**config.mk**
```make
export PLATFORM = sky130hd
export DESIGN_NAME = sulv_cell
export DESIGN_NICKNAME = d
export VERILOG_FILES = /design/src/design/sulv_pkg.sv /design/src/design/sulv_cell.sv
export SDC_FILE = /design/constraint.sdc
export NUM_CORES = 1
export LEC_CHECK = 0
export ABC_AREA = 1
export BUFFER_PORTS_ARGS = -buffer_cell sky130_fd_sc_hd__buf_2
export CAP_MARGIN = 5
export CORE_UTILIZATION = 47
export DETAILED_ROUTE_END_ITERATION = 8
export PLACE_DENSITY_LB_ADDON = 0.08
export SLEW_MARGIN = 15
export SYNTH_ARGS = -nofsm -noshare
export SYNTH_HDL_FRONTEND = slang
export SYNTH_SLANG_ARGS = --single-unit
```
**constraint.sdc**
```tcl
create_clock -name i_clk -period 3.1 [get_ports i_clk]
set_input_delay 0.465 -clock i_clk [delete_from_list [all_inputs] [get_ports i_clk]]
set_output_delay 0.465 -clock i_clk [all_outputs]
set_load 0.005 [all_outputs]
```
**src/design/sulv_pkg.sv**
```systemverilog
// sulv_pkg: shared types and codes of the sorted unique value list
// no dependencies
`default_nettype none

package sulv_pkg;

    localparam int ValueW = 32;

    typedef enum logic [1:0] {
        REQ_INSERT  = 2'd0,
        REQ_REMOVE  = 2'd1,
        REQ_REVERSE = 2'd2,
        REQ_READ    = 2'd3
    } t_req;

    typedef enum logic [2:0] {
        ST_DONE     = 3'd0,
        ST_DUP      = 3'd1,
        ST_NOTFOUND = 3'd2,
        ST_FULL     = 3'd3,
        ST_ENTRY    = 3'd4,
        ST_EMPTY    = 3'd5
    } t_status;

    // one entry as it travels between neighboring cells
    typedef struct packed {
        logic                     valid;
        logic signed [ValueW-1:0] value;
    } t_link;

    // command broadcast to every cell, at most one bit set
    typedef struct packed {
        logic ins;
        logic rem;
        logic rot_up;
        logic rot_dn;
    } t_cell_cmd;

endpackage

`default_nettype wire

```
**src/design/sulv_cell.sv**
```systemverilog
// sulv_cell: one slot of the descending chain, compares against the broadcast value
// and shifts with its neighbors; depends on sulv_pkg
`default_nettype none

module sulv_cell (
    input  wire logic                             i_clk,
    input  wire logic                             i_rst_n,
    input  wire sulv_pkg::t_cell_cmd              i_cmd,
    input  wire logic signed [sulv_pkg::ValueW-1:0] i_x,
    input  wire logic signed [sulv_pkg::ValueW-1:0] i_wrap,
    input  wire sulv_pkg::t_link                  i_prev,
    input  wire logic                             i_prev_gt,
    input  wire sulv_pkg::t_link                  i_next,
    output sulv_pkg::t_link                       o_link,
    output logic                                  o_gt,
    output logic                                  o_eq
);
    import sulv_pkg::*;

    logic                     r_valid;
    logic                     n_valid;
    logic signed [ValueW-1:0] r_value;
    logic signed [ValueW-1:0] n_value;

    assign o_gt   = r_valid && (r_value > i_x);
    assign o_eq   = r_valid && (r_value == i_x);
    assign o_link = '{valid: r_valid, value: r_value};

    always_comb begin
        n_valid = r_valid;
        n_value = r_value;
        priority if (i_cmd.ins && !o_gt) begin
            if (i_prev_gt) begin
                n_valid = 1'b1;
                n_value = i_x;
            end else begin
                n_valid = i_prev.valid;
                n_value = i_prev.value;
            end
        end else if (i_cmd.rem && !o_gt) begin
            n_valid = i_next.valid;
            n_value = i_next.value;
        end else if (i_cmd.rot_up) begin
            n_value = i_prev.valid ? i_prev.value : i_wrap;
        end else if (i_cmd.rot_dn) begin
            n_value = i_next.valid ? i_next.value : i_wrap;
        end else begin
            n_value = r_value;
        end
    end

    always_ff @(posedge i_clk) begin
        if (!i_rst_n) begin
            r_valid <= 1'b0;
        end else begin
            r_valid <= n_valid;
        end
    end

    always_ff @(posedge i_clk) begin
        r_value <= n_value;
    end

endmodule

`default_nettype wire

```
==> Word-level counts from Yosys, hierarchy flattened <==
Cells that the tools add are included.
Widths: inputs -> output; s select.
{ "totals": {"inputBits": 137, "ff_bits": 33, "ram_bits": 0, "word_cells": 21, "latch_bits": 0, "n_memories": 0, "romBits": 0, "out_inout_bits": 35} }
{ "classes": {"bitwise_logic": 0, "eq_ne": 1, "mul": 0, "reduce_logical": 7, "add_sub_neg": 0, "div_mod_pow": 0, "order_cmp": 1, "shifts": 0, "muxes": 10} }
{ "ops": {"columns": ["operator", "count"], "rows": [
  ["$mux 32", 7],
  ["$eq 32x32->1", 1],
  ["$gt 32x32->1", 1],
  ["$logic_and 1x1->1", 4],
  ["$reduce_bool 4->1", 1],
  ["$mux 1", 3],
  ["$reduce_bool 2->1", 1],
  ["$logic_not 1->1", 1]
]} }

==> Depth between registers and ports, before layout <==
Gate-level depths: netlist of run 1.
{ "logic_depth": {"word_depth": 6, "depth_mapped": 21, "ltp_nobuf": 20} }

==> Least setup slack after synthesis of run 1 <==
No wires, ideal clock.
{ "synth_path": {"path_kind": "input -> register", "from": "input port i_x[31] in the netlist's numbering", "to": "register r_value[0], enable pin", "setup_ns": 0.389, "arrival_time_ns": 2.351, "n_path_buf": 0, "path_stages": 10, "required_time_ns": 2.711, "slack_ns": 0.360, "path_cell_list": "inv_1 ha_1 a21oi_1 o21a_1 nand2_1 a21oi_2 nand3_1 nand3_4 o21ai_0 nand2_1"} }
{ "synth_between": {"elab_chain_cells": 5, "elab_cells_between_ends": 6, "classes_between": "order compare: 1; reduce/logical: 5"} }
{ "synth_lines": {"columns": ["item", "line_no", "text"], "rows": [
  ["start: declaration", "sulv_cell.sv:9", "input wire logic signed [sulv_pkg::ValueW-1:0] i_x,"],
  ["$gt 32x32->1 (*)", "sulv_cell.sv:25", "assign o_gt = r_valid && (r_value > i_x);"],
  ["$logic_and 1x1->1 (*)", "sulv_cell.sv:25", null],
  ["$logic_not 1->1 (*)", "sulv_cell.sv:32, sulv_cell.sv:40", null],
  ["$logic_and 1x1->1 (on tied branches)", "sulv_cell.sv:32, sulv_cell.sv:40", null],
  ["$reduce_bool 4->1 (no line) (*)", null, null],
  ["end signal: assignment", "sulv_cell.sv:61", "r_value <= n_value;"],
  ["end: declaration", "sulv_cell.sv:22", "logic signed [ValueW-1:0] r_value;"]
]} }
Mark *: on every way between the ends. The rest lies on a longest branch, timed or not.
A chain may end at the register's enable or synchronous reset.

==> Worst setup path in the final report of run 1 <==
{ "layout_path": {"from": "register r_value[13]", "to": "register r_value[25] (data pin)"} }
{ "layout_between": {"elab_chain_cells": 6, "elab_cells_between_ends": 7, "classes_between": "order compare: 1; mux: 2; reduce/logical: 4"} }
{ "layout_lines": {"columns": ["item", "line_no", "text"], "rows": [
  ["$gt 32x32->1 (*)", "sulv_cell.sv:25", null],
  ["$logic_and 1x1->1 (*)", "sulv_cell.sv:25", null],
  ["$logic_not 1->1 (*)", "sulv_cell.sv:32, sulv_cell.sv:40", null],
  ["$logic_and 1x1->1", "sulv_cell.sv:40", "end else if (i_cmd.rem && !o_gt) begin"],
  ["$mux 32", "sulv_cell.sv:40", null],
  ["$mux 32 (*)", "sulv_cell.sv:32", "priority if (i_cmd.ins && !o_gt) begin"],
  ["via n_value[25]", "sulv_cell.sv:23", "logic signed [ValueW-1:0] n_value;"]
]} }
The timed path passes the listed nets; every way through them passes the cells marked *.

==> reports/results.tsv, run 1 <==
stage	metric	value	unit
timing	final hold slack	0.450	ns
routing	DR DRC count	0	
pwr	pwr dens	370	nW/µm²
timing	Tcrit/Tclk final	87.9	%
floorplanning	Die H	94.0	µm
outcome	outcome	completed	
worst_setup_path	worst setup path class	flop to flop	
logic_synthesis	Synth top area share	24.2	%
logic_synthesis	cell taking the most area after synthesis	edfxtp_1	
logic_synthesis	syn_nets	799	
clock_network	CTS tree	built	
global_route	gr ovfl total	0	
routing	post-route ant nets	0	
clock_network	Post-CTS Resized	0	
pwr	Net Sw Power	708	µW
worst_setup_path	startpoint class of the critical path	flop	
pwr	Leak Pwr	2.72	nW
timing	Setup Skew	0.00733	ns
logic_synthesis	Netlist cell types	27	
placement	post-place instance area	4840	µm²
clock_network	H-tree Lvls	2	
worst_hold_path	Min-Delay Path Class	primary input to flop	
logic_synthesis	Mapped Avg Cell Area	6.31	µm²
placement	Port Buffers	171	
clock_network	clk slew on worst S/H paths	0.07	ns
timing	setup slack after layout	0.376	ns
routing	Vias	4797	
timing	worst rel slew slack	42.0	%
routing	WL/cell	14.4	µm
pwr	Reg power frac	36.2	%
pwr	Total Power	1.82	mW
placement	last weighted congestion value of the routability-driven placer	0.878	
timing	final hold violations	0	
logic_synthesis	Synth area leaders	edfxtp_1 24%, nand2_1 19%, ha_1 10%	
routing	drt pass-1 iters	5	
timing	Worst Tran Pin Value	0.869	ns
final_layout	Net count, final	947	
global_route	GRT Overall Usage	29.1	%
placement	pre-CTS WS	0.229	ns
final_layout	layout cell share with drive strength beyond 1	25.7	%
clock_network	CTS Hold Bufs	0	
pwr	P_int	1.11	mW
final_layout	most common cell after layout, fill and taps aside	nand2_1	
clock_network	CTS sink cnt	33	
timing	final setup fails	0	
final_layout	area grow syn2layout	23.8	%
global_route	initial antenna violation count	0	
logic_synthesis	Post-Syn Instances	630	
final_layout	Filler cells	845	
clock_network	setup repair bufs after CTS	0	
pwr	share of total power in combinational logic	46.2	%
floorplanning	die width	94.0	µm
clock_network	CTS Buf Count	5	
floorplanning	Site Rows	33	
logic_synthesis	Yosys reg bits	33	
clock_network	clock latency at the later pin of the worst-skew pair	0.29	ns
final_layout	most frequent cells in the layout	201 x nand2_1, 171 x buf_2, 80 x inv_1	
floorplanning	num ports	172	
logic_synthesis	Seq/Total Area, Yosys	24.7	%
routing	Routed WL	12700	µm
clock_network	root buffer cell	clkbuf_8	
timing	Final Slew Violations	0	
timing	RSZ-0062 raised after global routing	false	
clock_network	clock buffer depth	2	
floorplanning	DIE AREA	8830	µm²
worst_setup_path	Worst EP required	3.14	ns
job	Max-cap violations	0	
logic_synthesis	synthesized area	3980	µm²
floorplanning	Starting Density	48.4	%
timing	Fmax achieved	367	MHz
worst_setup_path	CP Max Fanout	32	
routing	via/cell ratio	5.43	
final_layout	antenna cells	0	
global_route	largest net degree at the start of global routing	63	
pwr	VDD IR max	0.000176	V
final_layout	Final Instance Area	4920	µm²
floorplanning	Placeable Area	8220	µm²
worst_setup_path	WP data arrival	2.76	ns
global_route	first-pass GRT wire length	20100	µm
pwr	Clk pwr share	17.6	%
pwr	Sw Ratio	38.9	%
global_route	vias in the first global route	4377	
worst_setup_path	CP Capture Type	flop	
placement	dpl hpwl	9530	µm
timing	Sum Neg Setup Slack	0	ns
routing	DR iter-0 viols	271	
timing	Tmin final	2.72	ns
logic_synthesis	Yosys warnings	0	
## registers in the layout, summed over array words and instances (netlist names)
signal	cells
r_valid	1
r_value	32
## worst max-delay path, cell delays in order, from the launching register on
cell and delay (ns):
edfxtp_1 0.41, ha_1 0.32, a21oi_1 0.15, o21ai_0 0.11
a21oi_1 0.26, nand2_1 0.12, nand2_1 0.09, nand2_1 0.06
nand2_2 0.07, nand3_4 0.13, nand2_4 0.09, buf_4 0.31
o21ai_0 0.16, nand3_1 0.12, nand2_1 0.06
## cells in the mapped netlist
master	n
o21ai_0	59
a21o_1	1
dfxtp_1	1
o211ai_1	32
or2_2	1
o21ai_1	8
nor2_1	13
buf_4	4
nand2_4	2
inv_4	1
buf_2	3
nor2_2	2
buf_6	6
inv_2	3
edfxtp_1	32
clkbuf_1	27
buf_1	1
inv_1	80
nand3_1	36
ha_1	32
nand2_2	2
a21oi_1	77
o21a_1	2
nand2_1	201
nand4_1	2
a21oi_2	1
nand3_4	1
## stage by stage
| stage | utilization [%] | cells |
|---|---|---|
| after global routing | 59.9 | 884 |
| after CTS | 59.9 | 884 |
| final | 59.9 | 884 |
| after global placement | 58.9 | 876 |
| after floorplan | - | 630 |
| after detailed placement | 58.9 | 876 |
## path summary, 6_finish.rpt
| path | start | to | slack (ns) | cells after the start |
|---|---|---|---|---|
| max | r_value[13] | r_value[25] | 0.38 | 14 |
| min | i_rst_n | r_valid | 0.45 | 3 |
| max reg2reg | r_value[13] | r_value[25] | 0.38 | 14 |
| min reg2reg | r_valid | r_valid | 0.64 | 4 |
## logic make-up (layout without fill, tap and decap cells)
family | count (synthesis) | in the layout | share of synthesized area [%]
AOI/OAI and AO/OA | 180 | 180 | 25.0
adders and majority gates | 32 | 32 | 10.1
buffers and inverters | 125 | 274 | 13.5
DFF | 33 | 33 | 24.7
and+or+nand+nor | 260 | 260 | 26.8
## power by group through the flow
stage	combinational [mW]	clock, mW	sequential, mW
6_report	0.840	0.321	0.659
5_1_grt	0.953	0.342	0.668
4_1_cts	0.838	0.325	0.659
3_5_place_dp	0.835	0	0.668
3_3_place_gp	0.806	0	0.665
2_1_floorplan	0.523	0	0.666
## metal layers
metal	GRT usage (%)	wire length [µm]
met1	37.0	5260
met3	3.07	1080
met5	0	0
met2	49.8	6070
met4	12.4	331
## cell type report
cell class | instances | area, µm² | area share (%)
multi-input combinational | 472 | 2460 | 50.0
sequential | 33 | 981 | 19.9
timing repair buffer | 182 | 951 | 19.3
inverter | 84 | 318 | 6.46
tap | 105 | 131 | 2.67
clock buffer | 8 | 80.1 | 1.63
Note: power is estimated with default switching activity, not from simulation.
==> inputs of run 2 (changes only) <==
--- a/config.mk
+++ b/config.mk
@@ -9,6 +9,7 @@
 export BUFFER_PORTS_ARGS = -buffer_cell sky130_fd_sc_hd__buf_2
 export CAP_MARGIN = 5
 export CORE_UTILIZATION = 47
+export CTS_BUF_LIST = sky130_fd_sc_hd__clkbuf_4 sky130_fd_sc_hd__clkbuf_8 sky130_fd_sc_hd__clkbuf_16
 export DETAILED_ROUTE_END_ITERATION = 8
 export PLACE_DENSITY_LB_ADDON = 0.08
 export SLEW_MARGIN = 15
==> run 2 against run 1 <==
Maximum frequency is 0.28% lower; clock-buffer cell count stayed put; die area is the same; sequential power is essentially flat; global-route usage is essentially flat; core utilization up 0.14 points; non-clock buffer count stayed put; clock skew about the same; via count rose by 0.31%; largest cell class unchanged; highest routed layer unchanged.
==> reports/results.tsv, run 2 (same netlist as run 1, synthesis figures left out) <==
stage	metric	value	unit	change
timing	final hold violations	0		unchanged
timing	Fmax achieved	366	MHz	-0.28%
worst_setup_path	Worst EP required	3.14	ns	about the same
worst_setup_path	CP Max Fanout	32		unchanged
timing	Worst Tran Pin Value	0.883	ns	+0.0134 ns
timing	worst rel slew slack	41.1	%	-0.89 points
routing	DR DRC count	0		unchanged
clock_network	setup repair bufs after CTS	0		unchanged
final_layout	Final Instance Area	4930	µm²	+0.23%
worst_setup_path	worst-path cell chain	ha_1 -> a21oi_1 -> o21ai_0 -> a21oi_1 -> nand2_1 -> nand2_1 -> nand2_1 -> nand2_2 -> nand3_4 -> nand2_4 -> buf_4 -> o21ai_0 -> nand3_1 -> nand2_1		
timing	RSZ-0062 raised after global routing	false		
floorplanning	Die H	94.0	µm	unchanged
global_route	gr ovfl total	0		unchanged
clock_network	Post-CTS Resized	0		unchanged
clock_network	root buffer cell	clkbuf_8		
clock_network	CTS sink cnt	33		unchanged
global_route	met3 usage	3.07	%	unchanged
timing	final hold slack	0.449	ns	-0.00116 ns
global_route	GRT Overall Usage	29.1	%	about the same
timing	Tcrit/Tclk final	88.1	%	+0.25 points
worst_setup_path	worst setup path class	flop to flop		
routing	drt pass-1 iters	5		unchanged
worst_setup_path	WP data arrival	2.77	ns	about the same
floorplanning	Site Rows	33		unchanged
worst_setup_path	Worst R2R End	r_value[25]		
timing	Setup Skew	0.00688	ns	-0.000447 ns
final_layout	max reg flops	32		unchanged
global_route	first-pass GRT wire length	20100	µm	unchanged
worst_setup_path	CP Capture Type	flop		
worst_setup_path	r2r startpoint	r_value[13]		
placement	Port Buffers	171		unchanged
routing	Routed WL	12800	µm	+0.68%
global_route	vias in the first global route	4406		+0.66%
floorplanning	Placeable Area	8220	µm²	unchanged
final_layout	utilization after layout	60.0	%	+0.14 points
clock_network	H-tree Lvls	2		unchanged
clock_network	clock latency at the later pin of the worst-skew pair	0.29	ns	about the same
clock_network	clock buffer depth	2		unchanged
floorplanning	DIE AREA	8830	µm²	unchanged
routing	via/cell ratio	5.44		+0.31%
clock_network	CTS Hold Bufs	0		unchanged
routing	post-route ant nets	0		unchanged
routing	Vias	4812		+0.31%
timing	Sum Neg Setup Slack	0	ns	unchanged
worst_setup_path	CP max-delay cell	edfxtp_1		
global_route	most used routing layer	met2		
placement	dpl hpwl	9530	µm	unchanged
final_layout	antenna cells	0		unchanged
final_layout	area grow syn2layout	24.0	%	
floorplanning	num ports	172		unchanged
worst_setup_path	CP endpoint	r_value[25]		
worst_setup_path	startpoint class of the critical path	flop		
worst_setup_path	worst r2r path cells	14		unchanged
timing	Final Slew Violations	0		unchanged
global_route	initial antenna violation count	0		unchanged
worst_setup_path	most used cell, CP	nand2_1		
final_layout	layout cell share with drive strength beyond 1	26.1	%	+0.39 points
clock_network	CTS tree	built		
job	Max-cap violations	0		unchanged
worst_setup_path	crit path from	r_value[13]		
routing	WL/cell	14.5	µm	+0.68%
final_layout	most common cell after layout, fill and taps aside	nand2_1		
clock_network	CTS Buf Count	5		unchanged
routing	DR iter-0 viols	279		+3.0%
global_route	largest net degree at the start of global routing	63		unchanged
placement	post-place instance area	4840	µm²	unchanged
pwr	Total Power	1.85	mW	+1.5%
worst_hold_path	Min-Delay Path Class	primary input to flop		
worst_setup_path	CP max stage delay	0.41	ns	about the same
worst_setup_path	worst reg-to-reg setup slack	0.37	ns	about the same
final_layout	Top reg by flops	r_value		
placement	last weighted congestion value of the routability-driven placer	0.878		unchanged
pwr	VDD IR max	0.000176	V	about the same
floorplanning	die width	94.0	µm	unchanged
final_layout	Net count, final	947		unchanged
pwr	pwr dens	375	nW/µm²	+1.3%
global_route	met1 Track Usage GR	36.7	%	-0.25 points
pwr	Leak Pwr	2.73	nW	+0.38%
timing	Tmin final	2.73	ns	+0.00771 ns
final_layout	most frequent cells in the layout	201 x nand2_1, 171 x buf_2, 80 x inv_1		
outcome	outcome	completed		
final_layout	biggest regs	r_value x32, r_valid x1		
timing	final setup fails	0		unchanged
clock_network	clk slew on worst S/H paths	0.07	ns	about the same
global_route	routing usage on met2	50.2	%	+0.43 points
floorplanning	Starting Density	48.4	%	unchanged
run 2: cell counts in the layout (fill, tap and decap cells not counted):
No cell type changed its count.
run 2: how the worst min path moves through the flow:
| stage | from | endpoint | slack, ns | cells past startpoint |
|---|---|---|---|---|
| 2_1_floorplan | r_valid | r_valid | 0.55 | 4 |
| 3_3_place_gp | r_valid | r_valid | 0.60 | 4 |
| 3_5_place_dp | r_valid | r_valid | 0.62 | 4 |
| 4_1_cts | i_rst_n | r_valid | 0.44 | 3 |
| 5_1_grt | i_rst_n | r_valid | 0.47 | 3 |
| 6_report | i_rst_n | r_valid | 0.45 | 3 |
run 2: layer usage:
| metal | part of all wire (%) | up-vias |
|---|---|---|
| met2 | 47 | 261 |
| li1 | - | 2381 |
| met3 | 8.6 | 30 |
| met4 | 2.6 | 0 |
| met1 | 42 | 2140 |
| met5 | 0 | - |
run 2: metrics by stage:
| stage | setup slack [ns] | cells |
|---|---|---|
| 3_3_place_gp | 0.280 | 876 |
| 6_report | 0.368 | 884 |
| 4_1_cts | 0.402 | 884 |
| 2_1_floorplan | 0.360 | 630 |
| 5_1_grt | 0.213 | 884 |
| 3_5_place_dp | 0.229 | 876 |
run 2: where the power goes:
part | switching (mW) | leakage, nW | internal (mW)
clock | 0.161 | 0.0498 | 0.186
combinational | 0.493 | 2.33 | 0.350
sequential | 0.0556 | 0.344 | 0.603
total | 0.709 | 2.73 | 1.14
run 2: cell type report:
| type | instances | area [µm²] |
|---|---|---|
| Clock buffer | 8 | 91.3 |
| Fill cell | 842 | 3280 |
| Inverter | 84 | 318 |
| Multi-Input combinational cell | 472 | 2460 |
| Sequential cell | 33 | 981 |
| Tap cell | 105 | 131 |
| Timing Repair Buffer | 182 | 951 |
run 2: critical path, delay by kind of cell (launching register included):
family	cells	cell delay, ns
simple gates	8	0.73
compound gates	4	0.69
flops	1	0.41
fa+ha+maj	1	0.32
buf+inv	1	0.31
